<file path="src/rtl/dup_pkg.sv">
// Shared types, codes and constant tables of the decimal unit value parser.
package dup_pkg;

    localparam int ACC_BITS_DEF = 40;
    localparam int VALUE_W      = 40;
    localparam int CHAR_W       = 8;
    localparam int UNITS_W      = 3;
    localparam int FRAC_W       = 5;

    localparam logic [FRAC_W-1:0] FRAC_MAX = 5'd31;
    localparam logic [63:0]       OUT_MAX  = 64'h0000_007F_FFFF_FFFF;

    localparam logic [UNITS_W-1:0] UNIT_INCH    = 3'd0;
    localparam logic [UNITS_W-1:0] UNIT_CM      = 3'd1;
    localparam logic [UNITS_W-1:0] UNIT_MM      = 3'd2;
    localparam logic [UNITS_W-1:0] UNIT_PICA    = 3'd3;
    localparam logic [UNITS_W-1:0] UNIT_CICERO  = 3'd4;
    localparam logic [UNITS_W-1:0] UNIT_POINT   = 3'd5;
    localparam logic [UNITS_W-1:0] UNIT_DIDOT   = 3'd6;
    localparam logic [UNITS_W-1:0] UNIT_PERCENT = 3'd7;

    localparam logic [CHAR_W-1:0] CH_SPACE   = 8'h20;
    localparam logic [CHAR_W-1:0] CH_TAB     = 8'h09;
    localparam logic [CHAR_W-1:0] CH_CR      = 8'h0D;
    localparam logic [CHAR_W-1:0] CH_LF      = 8'h0A;
    localparam logic [CHAR_W-1:0] CH_ZERO    = 8'h30;
    localparam logic [CHAR_W-1:0] CH_NINE    = 8'h39;
    localparam logic [CHAR_W-1:0] CH_MINUS   = 8'h2D;
    localparam logic [CHAR_W-1:0] CH_POINT   = 8'h2E;
    localparam logic [CHAR_W-1:0] CH_PERCENT = 8'h25;
    localparam logic [CHAR_W-1:0] CH_QUOTE   = 8'h22;
    localparam logic [CHAR_W-1:0] CH_LC_C    = 8'h63;
    localparam logic [CHAR_W-1:0] CH_LC_D    = 8'h64;
    localparam logic [CHAR_W-1:0] CH_LC_M    = 8'h6D;
    localparam logic [CHAR_W-1:0] CH_LC_P    = 8'h70;
    localparam logic [CHAR_W-1:0] CH_LC_T    = 8'h74;

    typedef enum logic [1:0] {
        PH_LEAD,
        PH_NUM,
        PH_SPACE,
        PH_SUFFIX2
    } phase_t;

    typedef enum logic [1:0] {
        SFX_C,
        SFX_M,
        SFX_P,
        SFX_D
    } sfx_t;

    typedef enum logic [2:0] {
        ST_IDLE,
        ST_UNIT,
        ST_ALIGN,
        ST_DIV,
        ST_EMIT
    } state_t;

    typedef struct packed {
        logic step;
        logic unit_mul;
        logic scale_up;
        logic div_init;
        logic div_step;
        logic load_out;
    } dup_cmd_t;

    typedef struct packed {
        logic tok_finish;
        logic need_up;
        logic need_down;
        logic div_done;
        logic out_free;
    } dup_sts_t;

    // decimals kept for each unit
    function automatic logic [FRAC_W-1:0] target_frac(input logic [UNITS_W-1:0] units);
        logic [FRAC_W-1:0] t;
        begin
            unique case (units)
                UNIT_INCH:        t = 5'd5;
                UNIT_CM, UNIT_MM: t = 5'd3;
                default:          t = 5'd2;
            endcase
            return t;
        end
    endfunction

    // powers of ten up to 10^18; all ones marks any larger power
    function automatic logic [63:0] pow10(input logic [FRAC_W-1:0] d);
        logic [63:0] p;
        begin
            unique case (d)
                5'd0:    p = 64'd1;
                5'd1:    p = 64'd10;
                5'd2:    p = 64'd100;
                5'd3:    p = 64'd1000;
                5'd4:    p = 64'd10000;
                5'd5:    p = 64'd100000;
                5'd6:    p = 64'd1000000;
                5'd7:    p = 64'd10000000;
                5'd8:    p = 64'd100000000;
                5'd9:    p = 64'd1000000000;
                5'd10:   p = 64'd10000000000;
                5'd11:   p = 64'd100000000000;
                5'd12:   p = 64'd1000000000000;
                5'd13:   p = 64'd10000000000000;
                5'd14:   p = 64'd100000000000000;
                5'd15:   p = 64'd1000000000000000;
                5'd16:   p = 64'd10000000000000000;
                5'd17:   p = 64'd100000000000000000;
                5'd18:   p = 64'd1000000000000000000;
                default: p = 64'hFFFF_FFFF_FFFF_FFFF;
            endcase
            return p;
        end
    endfunction

endpackage

</file>
<file path="src/rtl/dup_ctrl.sv">
// Sequencing state machine of the decimal unit value parser.
module dup_ctrl import dup_pkg::*; (
    input  logic      aclk,
    input  logic      aresetn,
    input  logic      s_valid,
    output logic      s_ready,
    input  dup_sts_t  sts,
    output dup_cmd_t  cmd
);

    state_t state_reg;
    state_t state_next;

    always_ff @(posedge aclk) begin
        if (!aresetn) begin
            state_reg <= ST_IDLE;
        end else begin
            state_reg <= state_next;
        end
    end

    always_comb begin
        state_next = state_reg;
        unique case (state_reg)
            ST_IDLE: begin
                if (s_valid && sts.tok_finish) begin
                    state_next = ST_UNIT;
                end
            end
            ST_UNIT: begin
                state_next = ST_ALIGN;
            end
            ST_ALIGN: begin
                if (sts.need_down) begin
                    state_next = ST_DIV;
                end else if (!sts.need_up) begin
                    state_next = ST_EMIT;
                end
            end
            ST_DIV: begin
                if (sts.div_done) begin
                    state_next = ST_EMIT;
                end
            end
            ST_EMIT: begin
                if (sts.out_free) begin
                    state_next = ST_IDLE;
                end
            end
            default: begin
                state_next = ST_IDLE;
            end
        endcase
    end

    always_comb begin
        s_ready      = (state_reg == ST_IDLE);
        cmd.step     = (state_reg == ST_IDLE) && s_valid;
        cmd.unit_mul = (state_reg == ST_UNIT);
        cmd.scale_up = (state_reg == ST_ALIGN) && sts.need_up && !sts.need_down;
        cmd.div_init = (state_reg == ST_ALIGN) && sts.need_down;
        cmd.div_step = (state_reg == ST_DIV);
        cmd.load_out = (state_reg == ST_EMIT) && sts.out_free;
    end

endmodule

</file>
<file path="src/rtl/dup_dp.sv">
// Datapath: character decoding, accumulator, unit scaling, divider and output register.
module dup_dp import dup_pkg::*; #(
    parameter int ACC_BITS = ACC_BITS_DEF
) (
    input  logic                       aclk,
    input  logic                       aresetn,
    input  logic                       cfg_we,
    input  logic [UNITS_W-1:0]         cfg_wdata,
    input  logic [CHAR_W-1:0]          s_char_code,
    input  logic                       s_end_of_input,
    input  dup_cmd_t                   cmd,
    output dup_sts_t                   sts,
    output logic                       m_valid,
    input  logic                       m_ready,
    output logic signed [VALUE_W-1:0]  m_value,
    output logic [UNITS_W-1:0]         m_units,
    output logic                       m_pushback,
    output logic                       m_overflow
);

    localparam int MAG_W    = ACC_BITS - 1;
    localparam int PROD_W   = ACC_BITS + 3;
    localparam int CNT_W    = $clog2(MAG_W);
    localparam int DIV_LAST = MAG_W - 1;
    localparam logic [MAG_W-1:0] MAG_MAX = '1;

    // configuration
    logic [UNITS_W-1:0] dflt_units_reg;

    // token state
    phase_t             phase_reg, phase_next;
    logic [MAG_W-1:0]   acc_reg, acc_next;
    logic [FRAC_W-1:0]  frac_reg, frac_next;
    logic               point_reg, point_next;
    logic               neg_reg, neg_next;
    sfx_t               sfx_reg, sfx_next;
    logic               sat_reg, sat_next;

    // scaling state
    logic [MAG_W-1:0]   mag_reg;
    logic [FRAC_W-1:0]  sfc_reg;
    logic               ssat_reg;
    logic               sneg_reg;
    logic [UNITS_W-1:0] sunits_reg;
    logic               spush_reg;
    logic [MAG_W-1:0]   div_reg;
    logic [MAG_W-1:0]   rem_reg;
    logic [CNT_W-1:0]   cnt_reg;

    // output register
    logic                      m_valid_reg;
    logic signed [VALUE_W-1:0] value_reg;
    logic [UNITS_W-1:0]        units_reg;
    logic                      push_reg;
    logic                      ovf_reg;

    // character decode
    logic               is_space;
    logic               is_num;
    logic [3:0]         digit;
    logic [PROD_W-1:0]  acc_prod;
    logic               acc_ovf;
    logic               do_num;
    logic               do_sfx;
    logic               fin;
    logic [UNITS_W-1:0] fin_units;
    logic               fin_push;

    // scaling
    logic [PROD_W-1:0]  p10;
    logic [PROD_W-1:0]  p12;
    logic               ov10;
    logic               ov12;
    logic [MAG_W-1:0]   r10;
    logic [MAG_W-1:0]   r12;
    logic [FRAC_W-1:0]  tgt;
    logic [FRAC_W-1:0]  drop;
    logic [63:0]        pw;
    logic               pw_big;
    logic [MAG_W:0]     trial;
    logic [MAG_W:0]     diff;
    logic               q_bit;
    logic [MAG_W-1:0]   fmag;
    logic [63:0]        fmag64;
    logic               oclamp;
    logic [VALUE_W-1:0] omag;

    assign is_space = (s_char_code == CH_SPACE) || (s_char_code == CH_TAB) ||
                      (s_char_code == CH_CR) || (s_char_code == CH_LF);
    assign is_num   = ((s_char_code >= CH_ZERO) && (s_char_code <= CH_NINE)) ||
                      (s_char_code == CH_MINUS) || (s_char_code == CH_POINT);
    assign digit    = 4'(s_char_code - CH_ZERO);

    assign acc_prod = (PROD_W'(acc_reg) << 3) + (PROD_W'(acc_reg) << 1) + PROD_W'(digit);
    assign acc_ovf  = sat_reg || (|acc_prod[PROD_W-1:MAG_W]);

    always_comb begin
        phase_next = phase_reg;
        acc_next   = acc_reg;
        frac_next  = frac_reg;
        point_next = point_reg;
        neg_next   = neg_reg;
        sfx_next   = sfx_reg;
        sat_next   = sat_reg;
        fin        = 1'b0;
        fin_units  = dflt_units_reg;
        fin_push   = 1'b0;
        do_num     = 1'b0;
        do_sfx     = 1'b0;

        if (s_end_of_input) begin
            fin = 1'b1;
        end else begin
            unique case (phase_reg)
                PH_NUM: begin
                    if (is_num) begin
                        do_num = 1'b1;
                    end else if (is_space) begin
                        phase_next = PH_SPACE;
                    end else begin
                        do_sfx = 1'b1;
                    end
                end
                PH_SPACE: begin
                    if (!is_space) begin
                        do_sfx = 1'b1;
                    end
                end
                PH_SUFFIX2: begin
                    fin      = 1'b1;
                    fin_push = 1'b1;
                    unique case (sfx_reg)
                        SFX_C: begin
                            if (s_char_code == CH_LC_M) begin
                                fin_units = UNIT_CM;
                                fin_push  = 1'b0;
                            end else if (s_char_code == CH_LC_C) begin
                                fin_units = UNIT_CICERO;
                                fin_push  = 1'b0;
                            end
                        end
                        SFX_M: begin
                            if (s_char_code == CH_LC_M) begin
                                fin_units = UNIT_MM;
                                fin_push  = 1'b0;
                            end
                        end
                        SFX_P: begin
                            if (s_char_code == CH_LC_C) begin
                                fin_units = UNIT_PICA;
                                fin_push  = 1'b0;
                            end else if (s_char_code == CH_LC_T) begin
                                fin_units = UNIT_POINT;
                                fin_push  = 1'b0;
                            end
                        end
                        SFX_D: begin
                            if (s_char_code == CH_LC_D) begin
                                fin_units = UNIT_DIDOT;
                                fin_push  = 1'b0;
                            end
                        end
                        default: begin
                            fin_push = 1'b1;
                        end
                    endcase
                end
                default: begin
                    if (is_num) begin
                        do_num = 1'b1;
                    end else if (!is_space) begin
                        do_sfx = 1'b1;
                    end
                end
            endcase
        end

        if (do_num) begin
            phase_next = PH_NUM;
            if (s_char_code == CH_MINUS) begin
                neg_next = 1'b1;
            end else if (s_char_code == CH_POINT) begin
                point_next = 1'b1;
                frac_next  = '0;
            end else begin
                acc_next = acc_ovf ? MAG_MAX : acc_prod[MAG_W-1:0];
                sat_next = acc_ovf;
                if (point_reg && (frac_reg != FRAC_MAX)) begin
                    frac_next = frac_reg + 1'b1;
                end
            end
        end

        if (do_sfx) begin
            priority if (s_char_code == CH_PERCENT) begin
                fin       = 1'b1;
                fin_units = UNIT_PERCENT;
            end else if (s_char_code == CH_QUOTE) begin
                fin       = 1'b1;
                fin_units = UNIT_INCH;
            end else if (s_char_code == CH_LC_C) begin
                sfx_next   = SFX_C;
                phase_next = PH_SUFFIX2;
            end else if (s_char_code == CH_LC_M) begin
                sfx_next   = SFX_M;
                phase_next = PH_SUFFIX2;
            end else if (s_char_code == CH_LC_P) begin
                sfx_next   = SFX_P;
                phase_next = PH_SUFFIX2;
            end else if (s_char_code == CH_LC_D) begin
                sfx_next   = SFX_D;
                phase_next = PH_SUFFIX2;
            end else begin
                fin      = 1'b1;
                fin_push = 1'b1;
            end
        end
    end

    always_ff @(posedge aclk) begin
        if (!aresetn) begin
            dflt_units_reg <= UNIT_INCH;
        end else if (cfg_we) begin
            dflt_units_reg <= cfg_wdata;
        end
    end

    always_ff @(posedge aclk) begin
        if (!aresetn) begin
            phase_reg <= PH_LEAD;
            acc_reg   <= '0;
            frac_reg  <= '0;
            point_reg <= 1'b0;
            neg_reg   <= 1'b0;
            sfx_reg   <= SFX_C;
            sat_reg   <= 1'b0;
        end else if (cmd.step) begin
            if (fin) begin
                phase_reg <= PH_LEAD;
                acc_reg   <= '0;
                frac_reg  <= '0;
                point_reg <= 1'b0;
                neg_reg   <= 1'b0;
                sfx_reg   <= SFX_C;
                sat_reg   <= 1'b0;
            end else begin
                phase_reg <= phase_next;
                acc_reg   <= acc_next;
                frac_reg  <= frac_next;
                point_reg <= point_next;
                neg_reg   <= neg_next;
                sfx_reg   <= sfx_next;
                sat_reg   <= sat_next;
            end
        end
    end

    assign p10  = (PROD_W'(mag_reg) << 3) + (PROD_W'(mag_reg) << 1);
    assign p12  = (PROD_W'(mag_reg) << 3) + (PROD_W'(mag_reg) << 2);
    assign ov10 = ssat_reg || (|p10[PROD_W-1:MAG_W]);
    assign ov12 = ssat_reg || (|p12[PROD_W-1:MAG_W]);
    assign r10  = ov10 ? MAG_MAX : p10[MAG_W-1:0];
    assign r12  = ov12 ? MAG_MAX : p12[MAG_W-1:0];

    assign tgt    = target_frac(sunits_reg);
    assign drop   = sfc_reg - tgt;
    assign pw     = pow10(drop);
    assign pw_big = |pw[63:MAG_W];

    assign trial = {rem_reg, mag_reg[MAG_W-1]};
    assign diff  = trial - {1'b0, div_reg};
    assign q_bit = (trial >= {1'b0, div_reg});

    always_ff @(posedge aclk) begin
        if (cmd.step && fin) begin
            mag_reg    <= acc_reg;
            sfc_reg    <= frac_reg;
            ssat_reg   <= sat_reg;
            sneg_reg   <= neg_reg;
            sunits_reg <= fin_units;
            spush_reg  <= fin_push;
        end else if (cmd.unit_mul) begin
            if ((sunits_reg == UNIT_PICA) || (sunits_reg == UNIT_CICERO)) begin
                mag_reg  <= r12;
                ssat_reg <= ov12;
            end else if (sunits_reg == UNIT_CM) begin
                mag_reg  <= r10;
                ssat_reg <= ov10;
            end
        end else if (cmd.scale_up) begin
            mag_reg  <= r10;
            ssat_reg <= ov10;
            sfc_reg  <= sfc_reg + 1'b1;
        end else if (cmd.div_init) begin
            div_reg <= pw_big ? MAG_MAX : pw[MAG_W-1:0];
            rem_reg <= '0;
            cnt_reg <= '0;
            sfc_reg <= tgt;
            if (pw_big) begin
                mag_reg <= '0;
            end
        end else if (cmd.div_step) begin
            mag_reg <= {mag_reg[MAG_W-2:0], q_bit};
            rem_reg <= q_bit ? diff[MAG_W-1:0] : trial[MAG_W-1:0];
            cnt_reg <= cnt_reg + 1'b1;
        end
    end

    assign fmag   = ssat_reg ? MAG_MAX : mag_reg;
    assign fmag64 = 64'(fmag);
    assign oclamp = (fmag64 > OUT_MAX);
    assign omag   = oclamp ? OUT_MAX[VALUE_W-1:0] : fmag64[VALUE_W-1:0];

    always_ff @(posedge aclk) begin
        if (!aresetn) begin
            m_valid_reg <= 1'b0;
        end else if (cmd.load_out) begin
            m_valid_reg <= 1'b1;
        end else if (m_ready) begin
            m_valid_reg <= 1'b0;
        end
    end

    always_ff @(posedge aclk) begin
        if (cmd.load_out) begin
            value_reg <= sneg_reg ? $signed(~omag + 1'b1) : $signed(omag);
            units_reg <= sunits_reg;
            push_reg  <= spush_reg;
            ovf_reg   <= ssat_reg || oclamp;
        end
    end

    assign sts.tok_finish = fin;
    assign sts.need_up    = (sfc_reg < tgt);
    assign sts.need_down  = (sfc_reg > tgt);
    assign sts.div_done   = (cnt_reg == CNT_W'(DIV_LAST));
    assign sts.out_free   = !m_valid_reg || m_ready;

    assign m_valid    = m_valid_reg;
    assign m_value    = value_reg;
    assign m_units    = units_reg;
    assign m_pushback = push_reg;
    assign m_overflow = ovf_reg;

endmodule

</file>
<file path="src/rtl/decimal_unit_value_parser.sv">
// Top level of the decimal unit value parser: controller plus datapath.
// A character that does not end the token is taken back to back, with no stall.
// A token-ending item holds the input through the unit multiply, the decimal alignment
// (one decimal added per scale-up step, or decimals dropped by a bit-serial divide by a
// power of ten) and the emit, plus any wait for m_ready to free the output.
// aresetn (synchronous, active low) clears the parser state, the output valid and default units.
module decimal_unit_value_parser import dup_pkg::*; #(
    parameter int ACC_BITS = ACC_BITS_DEF
) (
    input  logic                       aclk,
    input  logic                       aresetn,
    input  logic                       cfg_we,
    input  logic [UNITS_W-1:0]         cfg_wdata,
    input  logic                       s_valid,
    output logic                       s_ready,
    input  logic [CHAR_W-1:0]          s_char_code,
    input  logic                       s_end_of_input,
    output logic                       m_valid,
    input  logic                       m_ready,
    output logic signed [VALUE_W-1:0]  m_value,
    output logic [UNITS_W-1:0]         m_units,
    output logic                       m_pushback,
    output logic                       m_overflow
);

    dup_cmd_t cmd;
    dup_sts_t sts;

    dup_ctrl u_ctrl (
        .aclk    (aclk),
        .aresetn (aresetn),
        .s_valid (s_valid),
        .s_ready (s_ready),
        .sts     (sts),
        .cmd     (cmd)
    );

    dup_dp #(
        .ACC_BITS (ACC_BITS)
    ) u_dp (
        .aclk           (aclk),
        .aresetn        (aresetn),
        .cfg_we         (cfg_we),
        .cfg_wdata      (cfg_wdata),
        .s_char_code    (s_char_code),
        .s_end_of_input (s_end_of_input),
        .cmd            (cmd),
        .sts            (sts),
        .m_valid        (m_valid),
        .m_ready        (m_ready),
        .m_value        (m_value),
        .m_units        (m_units),
        .m_pushback     (m_pushback),
        .m_overflow     (m_overflow)
    );

endmodule
</file>
<file path="config.mk">
export PLATFORM = sky130hd
export DESIGN_NAME = decimal_unit_value_parser
export DESIGN_NICKNAME = d
export VERILOG_FILES = /design/src/rtl/dup_pkg.sv /design/src/rtl/dup_ctrl.sv /design/src/rtl/dup_dp.sv /design/src/rtl/decimal_unit_value_parser.sv
export SDC_FILE = /design/constraint.sdc
export NUM_CORES = 1
export LEC_CHECK = 0
export ABC_AREA = 1
export BUFFER_PORTS_ARGS = -buffer_cell sky130_fd_sc_hd__buf_2
export CORE_MARGIN = 2
export CORE_UTILIZATION = 60
export CTS_CLUSTER_DIAMETER = 50
export DETAILED_ROUTE_END_ITERATION = 6
export HOLD_SLACK_MARGIN = 0.06
export PLACE_DENSITY = 0.77
export SYNTH_ARGS = -nofsm -noshare
export SYNTH_HDL_FRONTEND = slang
export SYNTH_SLANG_ARGS = --single-unit
</file>
<file path="constraint.sdc">
create_clock -name aclk -period 7.9 [get_ports aclk]
set_input_delay 1.58 -clock aclk [delete_from_list [all_inputs] [get_ports aclk]]
set_output_delay 1.58 -clock aclk [all_outputs]
set_load 0.01 [all_outputs]
</file>
# After elaboration in Yosys (flattened, before gate mapping)
# Memory sizes are Yosys's and may differ from the RTL's.
# Index checks and enable logic that the tools add are counted.
# W data, S select, Z words.
dict set report op_classes {
  shifts 0
  n_bitwise 4
  reduce_logical 53
  eq_ne 40
  multipliers 0
  n_div 0
  n_addsub 11
  muxes 120
  order_cmp 6
}
# operator n
set op_table {}
lappend op_table {{$mux W39} 19}
lappend op_table {{$add A42 B40 Y43} 2}
lappend op_table {{$mux W1} 48}
lappend op_table {{$mux W3} 16}
lappend op_table {{$mux W5} 9}
lappend op_table {{$add A42 B41 Y43} 1}
lappend op_table {{$add A43 B4 Y43} 1}
lappend op_table {{$mux W2} 21}
lappend op_table {{$add A40 B1 Y40 const B} 1}
lappend op_table {{$eq A8 B6 Y1 const B} 5}
lappend op_table {{$eq A8 B7 Y1 const B} 5}
lappend op_table {{$ge A40 B39 Y1} 1}
lappend op_table {{$mux W40} 1}
lappend op_table {{$not A40 Y40} 1}
lappend op_table {{$gt A39 B39 Y1 const B} 1}
lappend op_table {{$sub A39 B39 Y39} 1}
lappend op_table {{$reduce_or A25 Y1} 1}
lappend op_table {{$eq A8 B4 Y1 const B} 3}
lappend op_table {{$reduce_and A4 Y1} 6}
lappend op_table {{$ne A2 B1 Y1 const B} 8}
lappend op_table {{$pmux W3 S5} 1}
lappend op_table {{$eq A3 B2 Y1 const B} 4}
lappend op_table {{$pmux W3 S4} 1}
lappend op_table {{$reduce_bool A2 Y1} 6}
lappend op_table {{34 further kinds} 71}
dict set report word_totals {
  mem_bits_ro 2048
  n_memories 1
  ram_bits 0
  output_inout_bits 47
  regBits 237
  latch_bits 0
}
# memory depth width rd rd_ports_with_merged_regs write_ports line
set memory_table {}
lappend memory_table {{(name not given)} 32 64 1 0 0 dup_pkg.sv:94} ;# unique case (d)

# Longest topological paths before layout
# Gate-level depths: netlist of run 1.
dict set report logic_depth {
  depth_word 17
  depth_mapped 20
  mapped_depth_nobuf 20
}

# Hierarchy
# A second synthesis of run 1 with hierarchy kept.
dict set report hier_totals {
  hier_cells 3869
  hier_area_um2 24980.2
}
# module area_each_um2 instances cells_each seq_area_each_um2
set by_module_without_submodules {}
lappend by_module_without_submodules {dup_dp 24716.2 1 3824 6476.2}
lappend by_module_without_submodules {dup_ctrl 264.0 1 45 60.1}

# Worst setup path before layout of run 1
# OpenSTA, ideal clock, no wires.
dict set report synth_timing {
  path_kind {register to register}
  from {reg u_dp.sunits_reg[2]}
  to {reg u_dp.mag_reg[0], enable pin}
  path_stages_with_launch 15
  path_slack_ns 2.517
  period_less_slack_ns 5.383
  t_arrival_ns 4.935
  setup_ns 0.448
  path_cell_list {edfxtp_1 -> nor2_1 -> inv_1 -> nor2_1 -> inv_1 -> ha_1 -> nand2_1 -> o21ai_0 -> nor2_1 -> a21oi_1 -> nand2_1 -> clkbuf_1 -> nand2_1 -> nor2_1 -> a21oi_1}
}
dict set report synth_via {
  elab_chain_cells 8
  elab_cells_between_ends 21
}
# element line
set synth_rtl {}
lappend synth_rtl {{from (decl)} dup_dp.sv:44} ;# logic [UNITS_W-1:0] sunits_reg;
lappend synth_rtl {{from (signal assigned)} dup_dp.sv:280} ;# sunits_reg <= fin_units;
lappend synth_rtl {{$eq A3 B2 Y1 / $eq A3 B1 Y1 (equally long branches)} {dup_pkg.sv:81, dup_dp.sv:286}}
lappend synth_rtl {{$reduce_or A2 Y1} dup_pkg.sv:81} ;# unique case (units)
lappend synth_rtl {{$pmux W3 S2} dup_pkg.sv:81}
lappend synth_rtl {{$sub A5 B3 Y5 (tied with other cells)} dup_dp.sv:266} ;# assign drop = sfc_reg - tgt;
lappend synth_rtl {{$mem_v2 Z32 W64 (tied with other cells)} --}
lappend synth_rtl {{$reduce_or A25 Y1 / $logic_and A1 B1 Y1 (equally long branches)} {dup_dp.sv:268, dup_ctrl.sv:60}}
lappend synth_rtl {{$ne A5 B1 Y1 (no source line) / $reduce_bool A5 Y1 (equally long branches)} --}
lappend synth_rtl {{$reduce_and A3 Y1 (no source line) *} --}
lappend synth_rtl {{to (signal assigned)} dup_dp.sv:276} ;# mag_reg <= acc_reg;
lappend synth_rtl {{to (signal assigned)} dup_dp.sv:284} ;# mag_reg <= r12;
lappend synth_rtl {{to (signal assigned)} dup_dp.sv:287} ;# mag_reg <= r10;
lappend synth_rtl {{to (decl)} dup_dp.sv:40} ;# logic [MAG_W-1:0] mag_reg;
# Every way passes the cells marked *; elsewhere a longest branch is shown, timed or not.
# A chain may end at the register's enable or synchronous reset.

# Worst setup path in the final report of run 1
dict set report layout_timing {
  from {reg u_dp.sunits_reg[0]}
  to {reg u_dp.mag_reg[10], enable pin}
}
# The elaborated chain is that of the path after synthesis.

==> flow_summary.yaml, run 1 <==
detailed_routing:
  number_of_antenna_violating_nets_in_the_routed_design: 0
  post_drt_wl_per_cell_um: 16.50
  drt_wl_total_mm: 72.27
  route.detailed.vias_per_inst: 5.611
  drtIter0Drc: 2266
  detailedRoute.firstPassIterationCount: 6
  drc: 0
  via_count: 24583
sta:
  finalCriticalPeriod_ns: 4.215
  final_max_slew_viol_count: 0
  final.setup.tns_ns: 0
  fmax_ghz: 0.2373
  fin_ws_ns: 3.685
  rsz_0062_raised_after_global_routing: "no"
  worst_pin_slew_ns: 1.084
  max-slew-margin-rel: 0.2765
  finalSetupViolCount: 0
  fin_crit_sh: 0.5335
  timing.final.hold_violations: 0
  finClkSkew_ns: 0.02409
clocking:
  cts-buffers-inserted: 30
  clock_latency_on_the_worst_skew_pair_ns: 0.61
  number_of_hold_repair_buffers_added_at_the_cts_stage: 0
  root_buffer: "clkbuf_16"
  clkTransAtPathRegs_ns: 0.06
  htree_levels: 1
  cts-root-to-sink-buffers: 3
  clkSinkCount: 237
  count_of_buffers_added_by_post_cts_timing_repair_for_setup: 0
  cts.repair.resized: 0
  tritoncts_clock_tree: "done"
logic_synthesis:
  synth_cells: 3801
  yosysSeqAreaShare: 0.2640
  synth_most_common_cell: "nand2_1"
  asyncSetResetFlopFracSynth: 0
  syn_avg_cell_area_um2: 6.515
  synth.top_cells.by_count: "nand2_1, inv_1, nor2_1, nand3_1, a21oi_1"
  yosys.area.top_type: "edfxtp_1"
  synth_cell_type_count: 61
  synth.top_cell.area_share: 0.2171
  synth.ff_latch_count: 237
  synthTopCellsByArea: "edfxtp_1, nand2_1, ha_1"
  synth_edf_count: 179
  ys_warn_count: 0
  syn_nets: 4036
  synthesis.area_mm2: 0.02476
  synth_ff_type: "edfxtp_1"
place:
  hpwlAfterDp_mm: 57.69
  place.detailed.instances: 4326
  dp_slack_ns: 3.202
  gp_congestion: 1.034
  buffer_ports.inserted: 63
floorplan:
  std_cell_rows: 74
  core_area_mm2: 0.04074
  fp.dieH_um: 207.2
  top_level_ports: 64
  floorplan.initialDensity: 0.6078
  die_area_mm2: 0.04291
  die_span_in_x_um: 207.2
global_routing:
  pin_count_of_the_biggest_net_entering_global_routing: 79
  global_route.usage.total: 0.3318
  grt_pass1_vias: 23123
  grt_pass1_wl_mm: 117.0
  grt_antenna_before_repair: 0
  grt_overflow_total: 0
job:
  max-cap-violations: 0
status:
  status: "completed"
worst_setup_path:
  crit_path_end_kind: "flop"
  critPathKind: "flop to flop"
  worst-r2r-setup-slack_ns: 3.69
  required_ns: 8.13
  worst_setup_path_start_kind: "flop"
  path_max_fanout: 43
  worstPathArrival_ns: 4.45
finish:
  drive_gt1_frac: 0.06391
  antenna-diode-count: 0
  stdcell_count: 4381
  area_delta_synth_final_pct: 6.887
  final_core_utilization: 0.6497
  finalNetCount: 4061
  largest_reg_flops: 40
  fillerInstances: 3943
hold_path:
  min_path_type: "flop to flop"
-- metal layers --
layer,global-route usage,up-vias,part of all wire
li1,-,12449,-
met1,0.4747,11135,0.45
met2,0.5260,896,0.43
met3,0.05049,103,0.096
met4,0.08079,0,0.020
met5,0,-,0
-- per-stage QoR --
| step | hold WS [ns] | area (um^2) |
|---|---|---|
| 5_1_grt | 0.4463 | 26470 |
| 4_1_cts | 0.4259 | 26470 |
| 2_1_floorplan | 0.4003 | 24760 |
| 3_3_place_gp | 0.4111 | 25430 |
| 6_report | 0.4238 | 26470 |
| 3_5_place_dp | 0.4245 | 25430 |
-- worst paths after layout --
check | startpoint | end | cells past startpoint
setup / recovery | u_dp.sunits_reg[0] | u_dp.mag_reg[10] | 15
hold / removal | u_dp.spush_reg | u_dp.m_pushback | 0
hold reg to reg | u_dp.spush_reg | u_dp.m_pushback | 0
setup reg to reg | u_dp.sunits_reg[0] | u_dp.mag_reg[10] | 15
-- worst max-delay path, cell delays in order, from the launching register on --
cell	delay [ns]
edfxtp_1	0.42
nor2_1	0.17
inv_1	0.06
nor2_1	0.17
inv_1	0.09
ha_1	0.31
a21oi_1	0.13
o21ai_0	0.11
nor2_1	0.17
nand2_1	0.11
nor2_4	0.77
inv_1	0.34
a21oi_1	0.30
nor2_1	0.10
a21oi_4	0.11
buf_4	0.45
-- cell usage in the layout, fill, tap and decap left out, drive strengths merged, types with 11 or more instances in the layout --
cell,netlist,layout
inv,555,560
nand2,1099,1099
a21boi,11,11
a31oi,21,21
nor2,452,452
o21ai,174,174
edfxtp,179,179
clkbuf,46,37
dfxtp,58,58
nand3,321,321
clkinv,3,11
a21oi,274,274
xor2,90,90
o21bai,37,37
nor3,41,41
xnor2,62,62
nand4,36,36
ha,212,212
a21o,12,12
buf,37,76
-- layout make-up --
cell class | instances | area (um^2) | area share
Multi-Input combinational cell | 2923 | 15720 | 0.5938
Timing Repair Buffer | 76 | 412.9 | 0.01560
Sequential cell | 237 | 6536 | 0.2470
Clock inverter | 18 | 252.7 | 0.009549
Inverter | 558 | 2097 | 0.07923
Clock buffer | 37 | 787.0 | 0.02973
Tap cell | 532 | 665.6 | 0.02515
-- cell families (layout without fill, tap and decap cells) --
family                   Yosys count  in the layout  synth area share
adder cells (fa/ha/maj)          218            218            0.1120
buffers and inverters            641            689            0.1029
XOR/XNOR                         152            152           0.05376
AO/OA/AOI/OAI                    572            572            0.1337
flip-flops                       237            237            0.2640
AND/OR/NAND/NOR                 1981           1981            0.3337
Power of run 1 is not shown: default switching activity piles up to over one toggle a cycle in this logic, so the estimate is an artifact.
==> inputs of run 2 (changes only) <==
==> constraint.sdc (replaced) <==
create_clock -name aclk -period 3.91 [get_ports aclk]
set_input_delay 0.782 -clock aclk [delete_from_list [all_inputs] [get_ports aclk]]
set_output_delay 0.782 -clock aclk [all_outputs]
set_load 0.01 [all_outputs]
==> flow_summary.yaml, run 2 (same netlist as run 1, synthesis figures left out) <==
clocking:
  number_of_hold_repair_buffers_added_at_the_cts_stage: 0
  cts-root-to-sink-buffers: 3
  clkTransAtPathRegs_ns: 0.05
  cts.repair.resized: 0
  clkSinkCount: 237
  htree_levels: 2
  clock_latency_on_the_worst_skew_pair_ns: 0.58
  tritoncts_clock_tree: "done"
  count_of_buffers_added_by_post_cts_timing_repair_for_setup: 0
  root_buffer: "clkbuf_16"
  cts-buffers-inserted: 35
worst_setup_path:
  cp_common_cell: "nand2_1"
  timing.rr.start: "u_dp.mag_reg[1]"
  path_max_fanout: 28
  critical_path.slowest_cell: "edfxtp_1"
  path_buf_inv: 2
  worstPathArrival_ns: 3.85
  worstPathCellList: "inv_1 -> fa_1 -> nor2_1 -> or2_1 -> nand3b_1 -> nand3_2 -> nand2_2 -> nand2_1 -> nand2_1 -> nand2_1 -> nand2_1 -> nor2_4 -> buf_12 -> nand3_1 -> nand3_1 -> nand3_1"
  critPathKind: "flop to flop"
  worst_setup_path_start_kind: "flop"
  critical_path.max_stage_delay_ns: 0.67
  required_ns: 4.21
  critical-path-top-delay-family: "simple AND/OR/NAND/NOR gates"
  worstSetupStartpoint: "u_dp.mag_reg[1]"
  crit_path_end_kind: "flop"
detailed_routing:
  number_of_antenna_violating_nets_in_the_routed_design: 0
  drtIter0Drc: 2281
  drc: 0
  via_count: 25123
  detailedRoute.firstPassIterationCount: 6
  drt_wl_total_mm: 73.98
  post_drt_wl_per_cell_um: 16.79
  route.detailed.vias_per_inst: 5.701
floorplan:
  core_area_mm2: 0.04074
  std_cell_rows: 74
  fp.dieH_um: 207.2
  die_area_mm2: 0.04291
  top_level_ports: 64
  floorplan.initialDensity: 0.6078
  die_span_in_x_um: 207.2
sta:
  finalSetupViolCount: 0
  rsz_0062_raised_after_global_routing: "no"
  fin_crit_sh: 0.9085
  fmax_ghz: 0.2815
  worst_pin_slew_ns: 1.056
  finClkSkew_ns: 0.02973
  finalCriticalPeriod_ns: 3.552
  final.setup.tns_ns: 0
  timing.final.hold_violations: 0
  final_max_slew_viol_count: 0
  max-slew-margin-rel: 0.2962
finish:
  layout_commonest_cell: "nand2_1"
  fillerInstances: 3848
  layout_common_cells: "nand2_1, inv_1, nor2_1"
  drive_gt1_frac: 0.07045
  sequential_cell_area_mm2: 0.006536
  antenna-diode-count: 0
  area_delta_synth_final_pct: 8.595
  finalNetCount: 4083
  largest_reg_flops: 40
  multiInputGateArea_mm2: 0.01572
status:
  status: "completed"
hold_path:
  min_path_type: "flop to flop"
  hold_path.startpoint: "u_dp.spush_reg"
global_routing:
  pin_count_of_the_biggest_net_entering_global_routing: 79
  grt_overflow_total: 0
  grt_antenna_before_repair: 0
  grt_pass1_vias: 23721
  grt_pass1_wl_mm: 119.5
  global_route.usage.total: 0.3412
place:
  gp_congestion: 1.027
  hpwlAfterDp_mm: 57.61
  buffer_ports.inserted: 63
job:
  max-cap-violations: 0
-- run 2: layout make-up --
cell class,count,area share
repair buffers,93,0.02429
clock buffers,42,0.03392
clock inverters,22,0.01154
inverters,558,0.07798
well taps,532,0.02475
multi-input cells,2923,0.5844
flip-flops and latches,237,0.2431
-- run 2: path summary, 6_finish.rpt --
| kind | endpoint | slack, ns | depth (start not counted) |
|---|---|---|---|
| worst max-delay path | u_dp.mag_reg[24] | 0.36 | 16 |
| worst min-delay path | u_dp.m_pushback | 0.42 | 0 |
| worst max register to register | u_dp.mag_reg[24] | 0.36 | 16 |
| worst min register to register | u_dp.m_pushback | 0.42 | 0 |
-- run 2: layer usage --
metal  vias up  global-route usage  part of all wire
li1      12500                   -                 -
met1     11369              0.4707              0.43
met2      1095              0.5379              0.44
met3       159             0.07580              0.10
met4         0             0.09557             0.026
met5         -                   0                 0
-- run 2: through the flow --
stage | hold WS (ns) | cells | instance area [um^2] | worst slack [ns] | utilization
CTS | 0.4180 | 4407 | 26890 | 0.4696 | 0.6601
global route | 0.4221 | 4407 | 26890 | 0.1375 | 0.6601
finish | 0.4177 | 4407 | 26890 | 0.3578 | 0.6601
detailed placement | 0.4189 | 4343 | 25670 | 0.2729 | 0.6301
floorplan | 0.4003 | 3801 | 24780 | 0.1259 | -
global placement | 0.4047 | 4343 | 25670 | 0.3383 | 0.6301
Power of run 2 is left out for the same reason.
